## src/sv/tgr_pkg.sv

```systemverilog
// ----------------------------------------------------------------------------
// tgr_pkg
// types and codes of the touch gesture recognizer
// ----------------------------------------------------------------------------
package tgr_pkg;

  typedef logic [3:0] gesture_t;

  localparam gesture_t G_TAP       = 4'd0;
  localparam gesture_t G_DOUBLE    = 4'd1;
  localparam gesture_t G_LONG      = 4'd2;
  localparam gesture_t G_LEFT      = 4'd3;
  localparam gesture_t G_RIGHT     = 4'd4;
  localparam gesture_t G_UP        = 4'd5;
  localparam gesture_t G_DOWN      = 4'd6;
  localparam gesture_t G_PINCH_IN  = 4'd7;
  localparam gesture_t G_PINCH_OUT = 4'd8;

  localparam logic [1:0] PH_IDLE   = 2'd0;
  localparam logic [1:0] PH_DOWN   = 2'd1;
  localparam logic [1:0] PH_MOVING = 2'd2;

  localparam logic [1:0] CFG_SWIPE_MIN  = 2'd0;
  localparam logic [1:0] CFG_LONG_PRESS = 2'd1;
  localparam logic [1:0] CFG_DOUBLE_TAP = 2'd2;
  localparam logic [1:0] CFG_PINCH_PCT  = 2'd3;

  localparam int CfgDataBits = 16;

  localparam logic [11:0] SWIPE_MIN_RESET  = 12'd50;
  localparam logic [15:0] LONG_PRESS_RESET = 16'd400;
  localparam logic [15:0] DOUBLE_TAP_RESET = 16'd300;
  localparam logic [6:0]  PINCH_PCT_RESET  = 7'd20;

  localparam logic [6:0] PCT_SCALE = 7'd100;

  typedef struct packed {
    logic [11:0] swipe_min;
    logic [15:0] long_press_time;
    logic [15:0] double_tap_window;
    logic [6:0]  pinch_pct;
  } cfg_t;

  typedef struct packed {
    logic latch;
    logic emit;
    logic outward;
  } pinch_dec_t;

  typedef struct packed {
    logic [1:0] phase_next;
    logic       load_start;
    logic       cur_upd;
    logic       tap_store;
    logic       tap_clear;
    logic       emit;
    gesture_t   gesture;
  } touch_dec_t;

endpackage

```

## src/sv/tgr_cfg_regs.sv

```systemverilog
// ----------------------------------------------------------------------------
// tgr_cfg_regs
// configuration register file, one write beat per cycle
// ----------------------------------------------------------------------------
module tgr_cfg_regs (
  input  logic                             clk,
  input  logic                             rst,
  input  logic                             cfg_valid,
  output logic                             cfg_ready,
  input  logic [1:0]                       cfg_index,
  input  logic [tgr_pkg::CfgDataBits-1:0]  cfg_data,
  output tgr_pkg::cfg_t                    cfg
);
  import tgr_pkg::*;

  assign cfg_ready = 1'b1;

  always_ff @(posedge clk) begin
    if (rst) begin
      cfg.swipe_min          <= SWIPE_MIN_RESET;
      cfg.long_press_time    <= LONG_PRESS_RESET;
      cfg.double_tap_window  <= DOUBLE_TAP_RESET;
      cfg.pinch_pct          <= PINCH_PCT_RESET;
    end else if (cfg_valid) begin
      unique case (cfg_index)
        CFG_SWIPE_MIN:  cfg.swipe_min          <= cfg_data[11:0];
        CFG_LONG_PRESS: cfg.long_press_time    <= cfg_data[15:0];
        CFG_DOUBLE_TAP: cfg.double_tap_window  <= cfg_data[15:0];
        CFG_PINCH_PCT:  cfg.pinch_pct          <= cfg_data[6:0];
        default: ;
      endcase
    end
  end

endmodule

```

## src/sv/tgr_pinch.sv

```systemverilog
// ----------------------------------------------------------------------------
// tgr_pinch
// two-finger distance against the latched reference, exact percent bound
// ----------------------------------------------------------------------------
module tgr_pinch #(
  parameter int COORD_BITS = 12
) (
  input  logic [COORD_BITS-1:0]   first_x,
  input  logic [COORD_BITS-1:0]   first_y,
  input  logic [COORD_BITS-1:0]   second_x,
  input  logic [COORD_BITS-1:0]   second_y,
  input  logic [2*COORD_BITS:0]   reference,
  input  logic [6:0]              pct,
  output logic [2*COORD_BITS:0]   span_sq,
  output tgr_pkg::pinch_dec_t     dec
);
  import tgr_pkg::*;

  localparam int SqW = 2 * COORD_BITS + 1;
  localparam int PrW = SqW + 8;

  logic [COORD_BITS-1:0]   adx;
  logic [COORD_BITS-1:0]   ady;
  logic [2*COORD_BITS-1:0] sqx;
  logic [2*COORD_BITS-1:0] sqy;
  logic [7:0]              up_gain;
  logic [6:0]              dn_gain;
  logic [PrW-1:0]          dist_scaled;
  logic [PrW-1:0]          ref_up;
  logic [PrW-1:0]          ref_dn;
  logic                    grow;
  logic                    shrink;

  assign adx     = (second_x >= first_x) ? second_x - first_x : first_x - second_x;
  assign ady     = (second_y >= first_y) ? second_y - first_y : first_y - second_y;
  assign sqx     = adx * adx;
  assign sqy     = ady * ady;
  assign span_sq = {1'b0, sqx} + {1'b0, sqy};

  // d > r + floor(r*p/100)  <=>  100*d > r*(100+p), likewise for the lower bound
  assign up_gain     = {1'b0, PCT_SCALE} + {1'b0, pct};
  assign dn_gain     = PCT_SCALE - pct;
  assign dist_scaled = PrW'(span_sq) * PrW'(PCT_SCALE);
  assign ref_up      = PrW'(reference) * PrW'(up_gain);
  assign ref_dn      = PrW'(reference) * PrW'(dn_gain);

  assign grow   = dist_scaled > ref_up;
  assign shrink = (pct <= PCT_SCALE) && (dist_scaled < ref_dn);

  assign dec.latch   = (reference == '0);
  assign dec.emit    = !dec.latch && (grow || shrink);
  assign dec.outward = grow;

endmodule

```

## src/sv/tgr_touch.sv

```systemverilog
// ----------------------------------------------------------------------------
// tgr_touch
// single-finger phase logic: tap, double tap, long press, swipe
// ----------------------------------------------------------------------------
module tgr_touch #(
  parameter int COORD_BITS = 12
) (
  input  tgr_pkg::cfg_t          cfg,
  input  logic [1:0]             phase,
  input  logic [COORD_BITS-1:0]  start_x,
  input  logic [COORD_BITS-1:0]  start_y,
  input  logic [31:0]            press_time,
  input  logic [31:0]            last_tap_time,
  input  logic                   pressed,
  input  logic [COORD_BITS-1:0]  pos_x,
  input  logic [COORD_BITS-1:0]  pos_y,
  input  logic [31:0]            time_ms,
  output tgr_pkg::touch_dec_t    dec
);
  import tgr_pkg::*;

  localparam int SqW  = 2 * COORD_BITS + 1;
  localparam int CmpW = (SqW > 24) ? SqW : 24;
  localparam int AbW  = (COORD_BITS > 12) ? COORD_BITS : 12;

  logic [COORD_BITS-1:0]   adx;
  logic [COORD_BITS-1:0]   ady;
  logic [2*COORD_BITS-1:0] sqx;
  logic [2*COORD_BITS-1:0] sqy;
  logic [SqW-1:0]          travel_sq;
  logic [23:0]             min_sq;
  logic [23:0]             quarter;
  logic                    travel_far;
  logic [31:0]             held;
  logic [31:0]             since_tap;
  logic                    x_far;
  logic                    y_far;

  assign adx       = (pos_x >= start_x) ? pos_x - start_x : start_x - pos_x;
  assign ady       = (pos_y >= start_y) ? pos_y - start_y : start_y - pos_y;
  assign sqx       = adx * adx;
  assign sqy       = ady * ady;
  assign travel_sq = {1'b0, sqx} + {1'b0, sqy};
  assign min_sq    = cfg.swipe_min * cfg.swipe_min;
  assign quarter   = min_sq >> 2;
  assign travel_far = CmpW'(travel_sq) > CmpW'(quarter);

  assign held      = time_ms - press_time;
  assign since_tap = time_ms - last_tap_time;

  assign x_far = AbW'(adx) >= AbW'(cfg.swipe_min);
  assign y_far = AbW'(ady) >= AbW'(cfg.swipe_min);

  always_comb begin
    dec            = '0;
    dec.phase_next = phase;
    dec.gesture    = G_TAP;
    unique case (phase)
      PH_IDLE: begin
        if (pressed) begin
          dec.phase_next = PH_DOWN;
          dec.load_start = 1'b1;
        end
      end
      PH_DOWN: begin
        dec.cur_upd = 1'b1;
        if (!pressed) begin
          dec.phase_next = PH_IDLE;
          dec.emit       = 1'b1;
          if ((last_tap_time != '0) && (since_tap < {16'd0, cfg.double_tap_window})) begin
            dec.gesture   = G_DOUBLE;
            dec.tap_clear = 1'b1;
          end else begin
            dec.gesture   = G_TAP;
            dec.tap_store = 1'b1;
          end
        end else begin
          if (travel_far) begin
            dec.phase_next = PH_MOVING;
          end
          if (held >= {16'd0, cfg.long_press_time}) begin
            dec.phase_next = PH_IDLE;
            dec.emit       = 1'b1;
            dec.gesture    = G_LONG;
          end
        end
      end
      PH_MOVING: begin
        dec.cur_upd = 1'b1;
        if (!pressed) begin
          dec.phase_next = PH_IDLE;
          if ((adx > ady) && x_far) begin
            dec.emit    = 1'b1;
            dec.gesture = (pos_x > start_x) ? G_RIGHT : G_LEFT;
          end else if ((ady >= adx) && y_far) begin
            dec.emit    = 1'b1;
            dec.gesture = (pos_y > start_y) ? G_DOWN : G_UP;
          end
        end
      end
      default: begin
        dec.phase_next = PH_IDLE;
      end
    endcase
  end

endmodule

```

## src/sv/touch_gesture_recognizer_unit.sv

```systemverilog
// ----------------------------------------------------------------------------
// touch_gesture_recognizer_unit
// tap, double tap, long press, swipe and pinch recognizer over touch reports
// ----------------------------------------------------------------------------
// One touch report is taken per cycle unless the output stalls. An accepted
// report sits in the input register, the pinch and single-finger logic work
// on it there, and any gesture is loaded into the output register when the
// input register advances. The input register advances whenever the output
// register is empty or being taken, so the input accepts a beat in every cycle
// while results are consumed. Reports with a zero point count and reports that
// make no gesture produce no output beat. Configuration writes are taken in any
// cycle and must only be issued while no report is in flight.
// ----------------------------------------------------------------------------
module touch_gesture_recognizer_unit #(
  parameter int COORD_BITS = 12
) (
  input  logic                             clk,
  input  logic                             rst,

  input  logic                             cfg_valid,
  output logic                             cfg_ready,
  input  logic [1:0]                       cfg_index,
  input  logic [tgr_pkg::CfgDataBits-1:0]  cfg_data,

  input  logic                             in_valid,
  output logic                             in_ready,
  input  logic [3:0]                       point_count,
  input  logic                             first_pressed,
  input  logic [COORD_BITS-1:0]            first_x,
  input  logic [COORD_BITS-1:0]            first_y,
  input  logic                             second_pressed,
  input  logic [COORD_BITS-1:0]            second_x,
  input  logic [COORD_BITS-1:0]            second_y,
  input  logic [31:0]                      time_ms,

  output logic                             out_valid,
  input  logic                             out_ready,
  output tgr_pkg::gesture_t                gesture,
  output logic [COORD_BITS-1:0]            begin_x,
  output logic [COORD_BITS-1:0]            begin_y,
  output logic [COORD_BITS-1:0]            finish_x,
  output logic [COORD_BITS-1:0]            finish_y,
  output logic [31:0]                      elapsed_ms
);
  import tgr_pkg::*;

  localparam int SqW = 2 * COORD_BITS + 1;

  cfg_t cfg;

  // input register
  logic                  hold_valid;
  logic [3:0]            hold_count;
  logic                  hold_p1;
  logic [COORD_BITS-1:0] hold_x;
  logic [COORD_BITS-1:0] hold_y;
  logic                  hold_p2;
  logic [COORD_BITS-1:0] hold_x2;
  logic [COORD_BITS-1:0] hold_y2;
  logic [31:0]           hold_time;

  // recognizer state
  logic [1:0]            phase;
  logic [COORD_BITS-1:0] start_x;
  logic [COORD_BITS-1:0] start_y;
  logic [COORD_BITS-1:0] cur_x;
  logic [COORD_BITS-1:0] cur_y;
  logic [31:0]           press_time;
  logic [31:0]           last_tap_time;
  logic [SqW-1:0]        pinch_ref;

  logic                  advance;
  logic                  active;
  logic                  two_finger;
  logic [SqW-1:0]        span_sq;
  pinch_dec_t            pdec;
  touch_dec_t            tdec;
  logic [COORD_BITS-1:0] cur_x_next;
  logic [COORD_BITS-1:0] cur_y_next;
  logic                  emit;
  gesture_t              gesture_next;

  tgr_cfg_regs u_cfg (
    .clk       (clk),
    .rst       (rst),
    .cfg_valid (cfg_valid),
    .cfg_ready (cfg_ready),
    .cfg_index (cfg_index),
    .cfg_data  (cfg_data),
    .cfg       (cfg)
  );

  tgr_pinch #(.COORD_BITS(COORD_BITS)) u_pinch (
    .first_x   (hold_x),
    .first_y   (hold_y),
    .second_x  (hold_x2),
    .second_y  (hold_y2),
    .reference (pinch_ref),
    .pct       (cfg.pinch_pct),
    .span_sq   (span_sq),
    .dec       (pdec)
  );

  tgr_touch #(.COORD_BITS(COORD_BITS)) u_touch (
    .cfg           (cfg),
    .phase         (phase),
    .start_x       (start_x),
    .start_y       (start_y),
    .press_time    (press_time),
    .last_tap_time (last_tap_time),
    .pressed       (hold_p1),
    .pos_x         (hold_x),
    .pos_y         (hold_y),
    .time_ms       (hold_time),
    .dec           (tdec)
  );

  assign advance  = hold_valid && (!out_valid || out_ready);
  assign in_ready = !hold_valid || advance;

  assign active     = (hold_count != '0);
  assign two_finger = (hold_count >= 4'd2) && hold_p1 && hold_p2;

  assign cur_x_next   = (!two_finger && (tdec.cur_upd || tdec.load_start)) ? hold_x : cur_x;
  assign cur_y_next   = (!two_finger && (tdec.cur_upd || tdec.load_start)) ? hold_y : cur_y;
  assign emit         = active && (two_finger ? pdec.emit : tdec.emit);
  assign gesture_next = two_finger ? (pdec.outward ? G_PINCH_OUT : G_PINCH_IN) : tdec.gesture;

  always_ff @(posedge clk) begin
    if (rst) begin
      hold_valid <= 1'b0;
    end else if (in_ready) begin
      hold_valid <= in_valid;
    end
  end

  always_ff @(posedge clk) begin
    if (in_valid && in_ready) begin
      hold_count <= point_count;
      hold_p1    <= first_pressed;
      hold_x     <= first_x;
      hold_y     <= first_y;
      hold_p2    <= second_pressed;
      hold_x2    <= second_x;
      hold_y2    <= second_y;
      hold_time  <= time_ms;
    end
  end

  always_ff @(posedge clk) begin
    if (rst) begin
      phase         <= PH_IDLE;
      start_x       <= '0;
      start_y       <= '0;
      cur_x         <= '0;
      cur_y         <= '0;
      press_time    <= '0;
      last_tap_time <= '0;
      pinch_ref     <= '0;
    end else if (advance && active) begin
      if (two_finger) begin
        if (pdec.latch || pdec.emit) begin
          pinch_ref <= span_sq;
        end
      end else begin
        pinch_ref <= '0;
        phase     <= tdec.phase_next;
        cur_x     <= cur_x_next;
        cur_y     <= cur_y_next;
        if (tdec.load_start) begin
          start_x    <= hold_x;
          start_y    <= hold_y;
          press_time <= hold_time;
        end
        if (tdec.tap_store) begin
          last_tap_time <= hold_time;
        end else if (tdec.tap_clear) begin
          last_tap_time <= '0;
        end
      end
    end
  end

  always_ff @(posedge clk) begin
    if (rst) begin
      out_valid <= 1'b0;
    end else if (advance) begin
      out_valid <= emit;
    end else if (out_ready) begin
      out_valid <= 1'b0;
    end
  end

  always_ff @(posedge clk) begin
    if (advance) begin
      gesture    <= gesture_next;
      begin_x    <= start_x;
      begin_y    <= start_y;
      finish_x   <= cur_x_next;
      finish_y   <= cur_y_next;
      elapsed_ms <= hold_time - press_time;
    end
  end

endmodule

```

## config.mk

```make
export PLATFORM = sky130hd
export DESIGN_NAME = touch_gesture_recognizer_unit
export DESIGN_NICKNAME = d
export VERILOG_FILES = /design/src/sv/tgr_pkg.sv /design/src/sv/tgr_cfg_regs.sv /design/src/sv/tgr_pinch.sv /design/src/sv/tgr_touch.sv /design/src/sv/touch_gesture_recognizer_unit.sv
export SDC_FILE = /design/constraint.sdc
export NUM_CORES = 2
export LEC_CHECK = 0
export BUFFER_PORTS_ARGS = -buffer_cell sky130_fd_sc_hd__buf_4
export CAP_MARGIN = 20
export CORE_MARGIN = 5
export CORE_UTILIZATION = 35
export CTS_CLUSTER_SIZE = 25
export DETAILED_ROUTE_END_ITERATION = 10
export PLACE_DENSITY_LB_ADDON = 0.15
export RECOVER_POWER = 25
export SETUP_SLACK_MARGIN = 0.4
export SYNTH_ARGS = -nofsm -noshare
export SYNTH_HDL_FRONTEND = slang
export SYNTH_SLANG_ARGS = --single-unit
```

## constraint.sdc

```tcl
create_clock -name clk -period 16.4 [get_ports clk]
set_input_delay 3.28 -clock clk [delete_from_list [all_inputs] [get_ports clk]]
set_output_delay 3.28 -clock clk [all_outputs]
set_load 0.01 [all_outputs]
```

; ---- Yosys cells after proc, flatten, opt, wreduce, memory -nomap -nowiden
; Cells that the tools add are included.
[classes]
muxes = 36
bitwise = 1
n_eq_ne = 9
reduce_logical = 38
multipliers = 8
div = 0
magnitude_cmp = 17
n_addsub = 14
n_shift = 0
[op_table]
columns = operator, n
row1 = $mul 12x12->24, 5
row2 = $sub 12x12->12, 8
row3 = $ge 12x12->1, 7
row4 = $mux 12, 6
row5 = $mux 32, 2
row6 = $sub 32x32->32, 2
row7 = $add 24x24->25, 2
row8 = $mux 25, 2
row9 = $gt 12x12->1, 3
row10 = $gt 32x33->1, 1
row11 = $mul 25x8->33, 1
row12 = $ge 32x16->1, 1
row13 = $lt 32x16->1, 1
row14 = $lt 32x32->1, 1
row15 = $mul 25x7->32, 1
row16 = $reduce_bool 32->1, 1
row17 = $mul 25x5->30 const B, 1
row18 = $gt 25x22->1, 1
row19 = $logic_not 25->1, 1
row20 = $mux 5, 5
row21 = $mux 2, 7
row22 = $logic_and 1x1->1, 12
row23 = $reduce_and 2->1, 6
row24 = $pmux 5 s2, 1
row25 = other kinds (22), 45
[totals]
mem_bits_ro = 0
word_cells = 151
ram_bits = 0
register_bits = 362
inputBits = 109
latchBits = 0
mem_count = 0

; ---- Logic depth before layout (Yosys ltp)
[depth]
word_depth = 12
ltp_mapped = 65

; ---- Modules after synthesis
; A second synthesis with hierarchy kept.
[hier_totals]
cells_unflattened = 6878
hier_area_um2 = 60269.1
[modules_own_cells]
columns = mod, area_per_inst_um2, seq_area_each_um2, instances, cells_each
row1 = tgr_pinch, 25592.0, 0.0, 1, 3045
row2 = tgr_touch, 20373.3, 0.0, 1, 2558
row3 = touch_gesture_recognizer_unit, 12218.0, 7927.6, 1, 1077
row4 = tgr_cfg_regs, 2085.8, 1021.0, 1, 198

; ---- Least setup slack after synthesis
; No wires, ideal clock.
[synth_timing]
path_kind = register to register
startpoint = register hold_y[1]
endpoint = register pinch_ref[24]
arrival_time_ns = 13.395
slack_ns = 2.889
stages_incl_launch_ff = 55
setup_time_ns = 0.116
required_time_ns = 16.284
path_cell_list = edfxtp_1 inv_1 fa_1 a21o_1 a21o_1 a21oi_1 o21a_1 o22ai_1 a31o_2 a31oi_1 buf_2 mux2_2 a31oi_1 xor2_1 buf_2 nor2_1 fa_1 inv_1 (+19 left out) ha_1 ha_1 ha_1 or3_1 a211oi_1 nor2_1 o311ai_0 ha_1 nand3_1 nor2_1 nand2_1 or4_1 nor4_1 or3_1 a41oi_1 buf_2 buf_2 a31o_2
[synth_via]
elab_chain_cells = 12
elab_cells_between_ends = 17
cone_classes = add/sub (3) / mul (2) / order compare (3) / eq/ne (1) / mux (3) / reduce/logical (5)
[synth_lines]
columns = element, line
row1 = start: declaration, touch_gesture_recognizer_unit.sv:56  ; logic [COORD_BITS-1:0] hold_y;
row2 = start signal: assignment, touch_gesture_recognizer_unit.sv:142  ; hold_y <= first_y;
row3 = $sub 12x12->12 or $ge 12x12->1 (tied branches), tgr_pinch.sv:35  ; assign ady = (second_y >= first_y) ? second_y - first_y : first_y - second_y;
row4 = $mux 12 *, tgr_pinch.sv:35
row5 = $mul 12x12->24 *, tgr_pinch.sv:37  ; assign sqy = ady * ady;
row6 = $add 24x24->25 *, tgr_pinch.sv:38  ; assign span_sq = {1'b0, sqx} + {1'b0, sqy};
row7 = $mul 25x5->30, tgr_pinch.sv:43  ; assign dist_scaled = PrW'(span_sq) * PrW'(PCT_SCALE);
row8 = $lt 32x32->1, tgr_pinch.sv:48  ; assign shrink = (pct <= PCT_SCALE) && (dist_scaled < ref_dn);
row9 = $logic_and 1x1->1, tgr_pinch.sv:48
row10 = $logic_or 1x1->1, tgr_pinch.sv:51  ; assign dec.emit = !dec.latch && (grow || shrink);
row11 = $logic_and 1x1->1, tgr_pinch.sv:51
row12 = $logic_or 1x1->1, touch_gesture_recognizer_unit.sv:162  ; if (pdec.latch || pdec.emit) begin
row13 = $ne 2x1->1 (no source line), --
row14 = $reduce_and 2->1 (no source line), --
row15 = end signal: assignment, touch_gesture_recognizer_unit.sv:163  ; pinch_ref <= span_sq;
row16 = end: declaration, touch_gesture_recognizer_unit.sv:70  ; logic [SqW-1:0] pinch_ref;
; Every way passes the cells marked *; elsewhere a longest branch is shown, timed or not. The select of a mux whose other input is x is not followed.
; A chain may end at the register's enable or synchronous reset.

; ---- Final worst setup path
[layout_timing]
startpoint = register hold_y[0]
endpoint = register pinch_ref[8]
; Same word-level chain as after synthesis.

==> flow_metrics.env <==
export IMPL_status="finished, violations left"
export IMPL_failed_checks="max-capacitance violations, max-slew violations"
export IMPL_synth_ff_type="dfxtp_1"
export IMPL_grt_ovfl_total=0
export IMPL_cp_required_ns=16.92
export IMPL_core_sq_mm=0.1600
export IMPL_grt_antenna_before_repair=19
export IMPL_drive_above_1_share_pct=6.581
export IMPL_ff2ff_path_depth=59
export IMPL_cts_buffer_depth=3
export IMPL_r2r_end="pinch_ref[8]$_SDFFE_PP0P_"
export IMPL_rsz0062_at_grt="false"
export IMPL_syn_num_nets=7928
export IMPL_hold_path_end="press_time[23]$_SDFFE_PP0P_"
export IMPL_synth_edff_count=170
export IMPL_critPathMaxFanout=43
export IMPL_cts_tree="yes"
export IMPL_maxCapViolations=2
export IMPL_syn_inst=6300
export IMPL_routed_wl_um=170800
export IMPL_synth_top_cell_by_area="fa_1"
export IMPL_arrival_ns=15.65
export IMPL_htreeDepth=2
export IMPL_cts_sinks=362
export IMPL_cts_hold_buf=0
export IMPL_synth_top_area_share_pct=27.04
export IMPL_seq_area_frac_synth_pct=15.94
export IMPL_wl_per_cell_um=19.90
export IMPL_cp_end_kind="flip-flop"
export IMPL_async_flop_share_pct=0
export IMPL_setup_worst_path_start_class="flip-flop"
export IMPL_grt_max_degree=78
export IMPL_synth_commonest_cells="inv_1 (1,141), ha_1 (761), fa_1 (758), nand2_1 (739), a21oi_1 (406)"
export IMPL_fin_crit_sh_pct=92.25
export IMPL_final_net_count=8078
export IMPL_ant_nets=0
export IMPL_relSlewSlack_pct=-116.6
export IMPL_die_x_um=410.4
export IMPL_nFillCells=16400
export IMPL_hold_depth=2
export IMPL_reg2reg_slack_ns=1.27
export IMPL_clk_insertion_delay_late_ns=0.63
export IMPL_cts_root_buf="clkbuf_16"
export IMPL_synth_area_per_cell_sq_um=8.908
export IMPL_fin_tns_setup_ns=0
export IMPL_grt_pass1_vias=45480
export IMPL_pin_count=196
export IMPL_clock_skew_ns=0.03420
export IMPL_cts_buffers=46
export IMPL_maxSlewViolCount=80
export IMPL_cpMaxStageDelayCell="fa_1"
export IMPL_ys_warnings_count=0
export IMPL_drtPass1Iterations=5
export IMPL_place_congestion=0.8564
export IMPL_setup_viol=0
export IMPL_register_area_sq_mm=0.008949
export IMPL_yosysMostFrequentCell="inv_1"
export IMPL_netlist_top_cells_area="fa_1 (27%), ha_1 (17%), edfxtp_1 (9.1%)"
export IMPL_die_area_sq_mm=0.1685
export IMPL_cp_top_family="compound AO/OA/AOI/OAI gates"
export IMPL_io_buffers=194
export IMPL_syn_cell_area_sq_mm=0.05612
export IMPL_fmax_mhz=66.10
export IMPL_multiInputGateArea_sq_mm=0.04228
export IMPL_dp_hpwl_um=141700
export IMPL_grt_pass1_wl_um=268200
export IMPL_hold_violations=0
export IMPL_initialDrtViolationCount=2288
export IMPL_area_growth_pct=10.21
export IMPL_r2r_start="hold_y[0]$_DFFE_PP_"
export IMPL_max_slew_worst_pin_slew_ns=3.250
export IMPL_holdCritStartpoint="press_time[23]$_SDFFE_PP0P_"
export IMPL_drcViolationCount=0
export IMPL_yosys_register_bits=362
export IMPL_gr_usage_all_layers_pct=20.35
export IMPL_viasPerCell=5.073
export IMPL_synth_cell_type_count=86
export IMPL_min_period_ns=15.13
export IMPL_slowest_delay_ns=0.54
export IMPL_critPathKind="flip-flop to flip-flop"
export IMPL_cpMostUsedCell="fa_1"
export IMPL_crit_buf_inv=9
export IMPL_vias=43540
export IMPL_fp_dieH_um=410.4
export IMPL_worst_hold_path_type="flip-flop to flip-flop"
export IMPL_cts_clk_slew_worst_paths_ns=0.06
export IMPL_rows=147
export IMPL_start_util_pct=35.07
sequential cells by signal, summed over array words and instances (netlist names), 2 cells and up:
name / flops
u_cfg.cfg: 51
elapsed_ms: 32
hold_time: 32
last_tap_time: 32
press_time: 32
pinch_ref: 25
begin_x: 12
begin_y: 12
cur_x: 12
cur_y: 12
finish_x: 12
finish_y: 12
hold_x2: 12
hold_x: 12
hold_y2: 12
hold_y: 12
start_x: 12
start_y: 12
gesture: 4
hold_count: 4
phase: 2
stage by stage:
| step | cell area [sq um] | hold slack (ns) | instances | util (%) | setup slack [ns] |
|---|---|---|---|---|---|
| final | 61850 | 0.4533 | 8582 | 38.65 | 1.271 |
| after global routing | 61830 | 0.4695 | 8575 | 38.64 | 0.3036 |
| after CTS | 61830 | 0.4548 | 8569 | 38.64 | 0.6664 |
| after detailed placement | 60200 | 0.4465 | 8483 | 37.62 | 0.7604 |
| after global placement | 60190 | 0.4422 | 8482 | 37.62 | 1.180 |
| after floorplan | 56120 | 0.4300 | 6300 | - | 2.889 |
worst max path at each step:
stage	startpoint	end	slack (ns)	depth (start not counted)
after global routing	hold_y[0]$_DFFE_PP_	pinch_ref[8]$_SDFFE_PP0P_	0.30	59
after floorplan	hold_y[1]$_DFFE_PP_	pinch_ref[24]$_SDFFE_PP0P_	2.89	54
after global placement	hold_x[1]$_DFFE_PP_	pinch_ref[8]$_SDFFE_PP0P_	1.18	50
after CTS	hold_x[1]$_DFFE_PP_	pinch_ref[8]$_SDFFE_PP0P_	0.67	51
final	hold_y[0]$_DFFE_PP_	pinch_ref[8]$_SDFFE_PP0P_	1.27	59
after detailed placement	hold_x[1]$_DFFE_PP_	pinch_ref[0]$_SDFFE_PP0P_	0.76	51
placed cells by master, fill, tap and decap left out, types with 59 or more instances in the layout:
| master | instances |
|---|---|
| o21ai_0 | 174 |
| nand3_1 | 96 |
| dfxtp_1 | 192 |
| a21o_1 | 126 |
| buf_4 | 190 |
| nand2b_1 | 74 |
| a21oi_1 | 404 |
| fa_1 | 758 |
| nor2_1 | 390 |
| xnor2_1 | 146 |
| ha_1 | 761 |
| edfxtp_1 | 170 |
| inv_1 | 1141 |
| nand2_1 | 739 |
| xor2_1 | 83 |
| nor3_1 | 59 |
| and2_1 | 98 |
what timing repair did:
action	in CTS	in global routing
setup endpoints to repair	0	29
buffers inserted	0	3
gates resized for setup	0	12
layer usage:
metal  vias up  GRT usage (%)  part of all wire [%]
met3       154          2.439                   4.6
met5         -              0                 0.039
met2       864          34.85                    48
li1      20820              -                     -
met1     21690          27.94                    46
met4        10          3.699                   1.8
logic make-up after synthesis:
group / synth area share (%)
compound gates: 12.10
buf+inv: 9.074
xor+xnor: 3.761
simple gates: 13.78
fa+ha+maj: 44.00
flops: 15.94
other cells: 0.006682
mux: 1.331
final cells by class:
cell class | instances | share of cell area, %
antenna | 8 | 0.03237
sequential | 362 | 14.47
timing repair buffer | 280 | 3.263
tap | 2086 | 4.220
multi-input combinational | 4601 | 68.35
clock buffer | 54 | 1.993
inverter | 1159 | 7.034
clock inverter | 32 | 0.6392
tightest hold or removal path, cell delays in order (launching register included):
cell,delay [ns]
dfxtp_1,0.31
nand2_1,0.05
a21oi_1,0.05
Power is not shown: default switching activity piles up to over one toggle a cycle in this logic, so the estimate is an artifact.
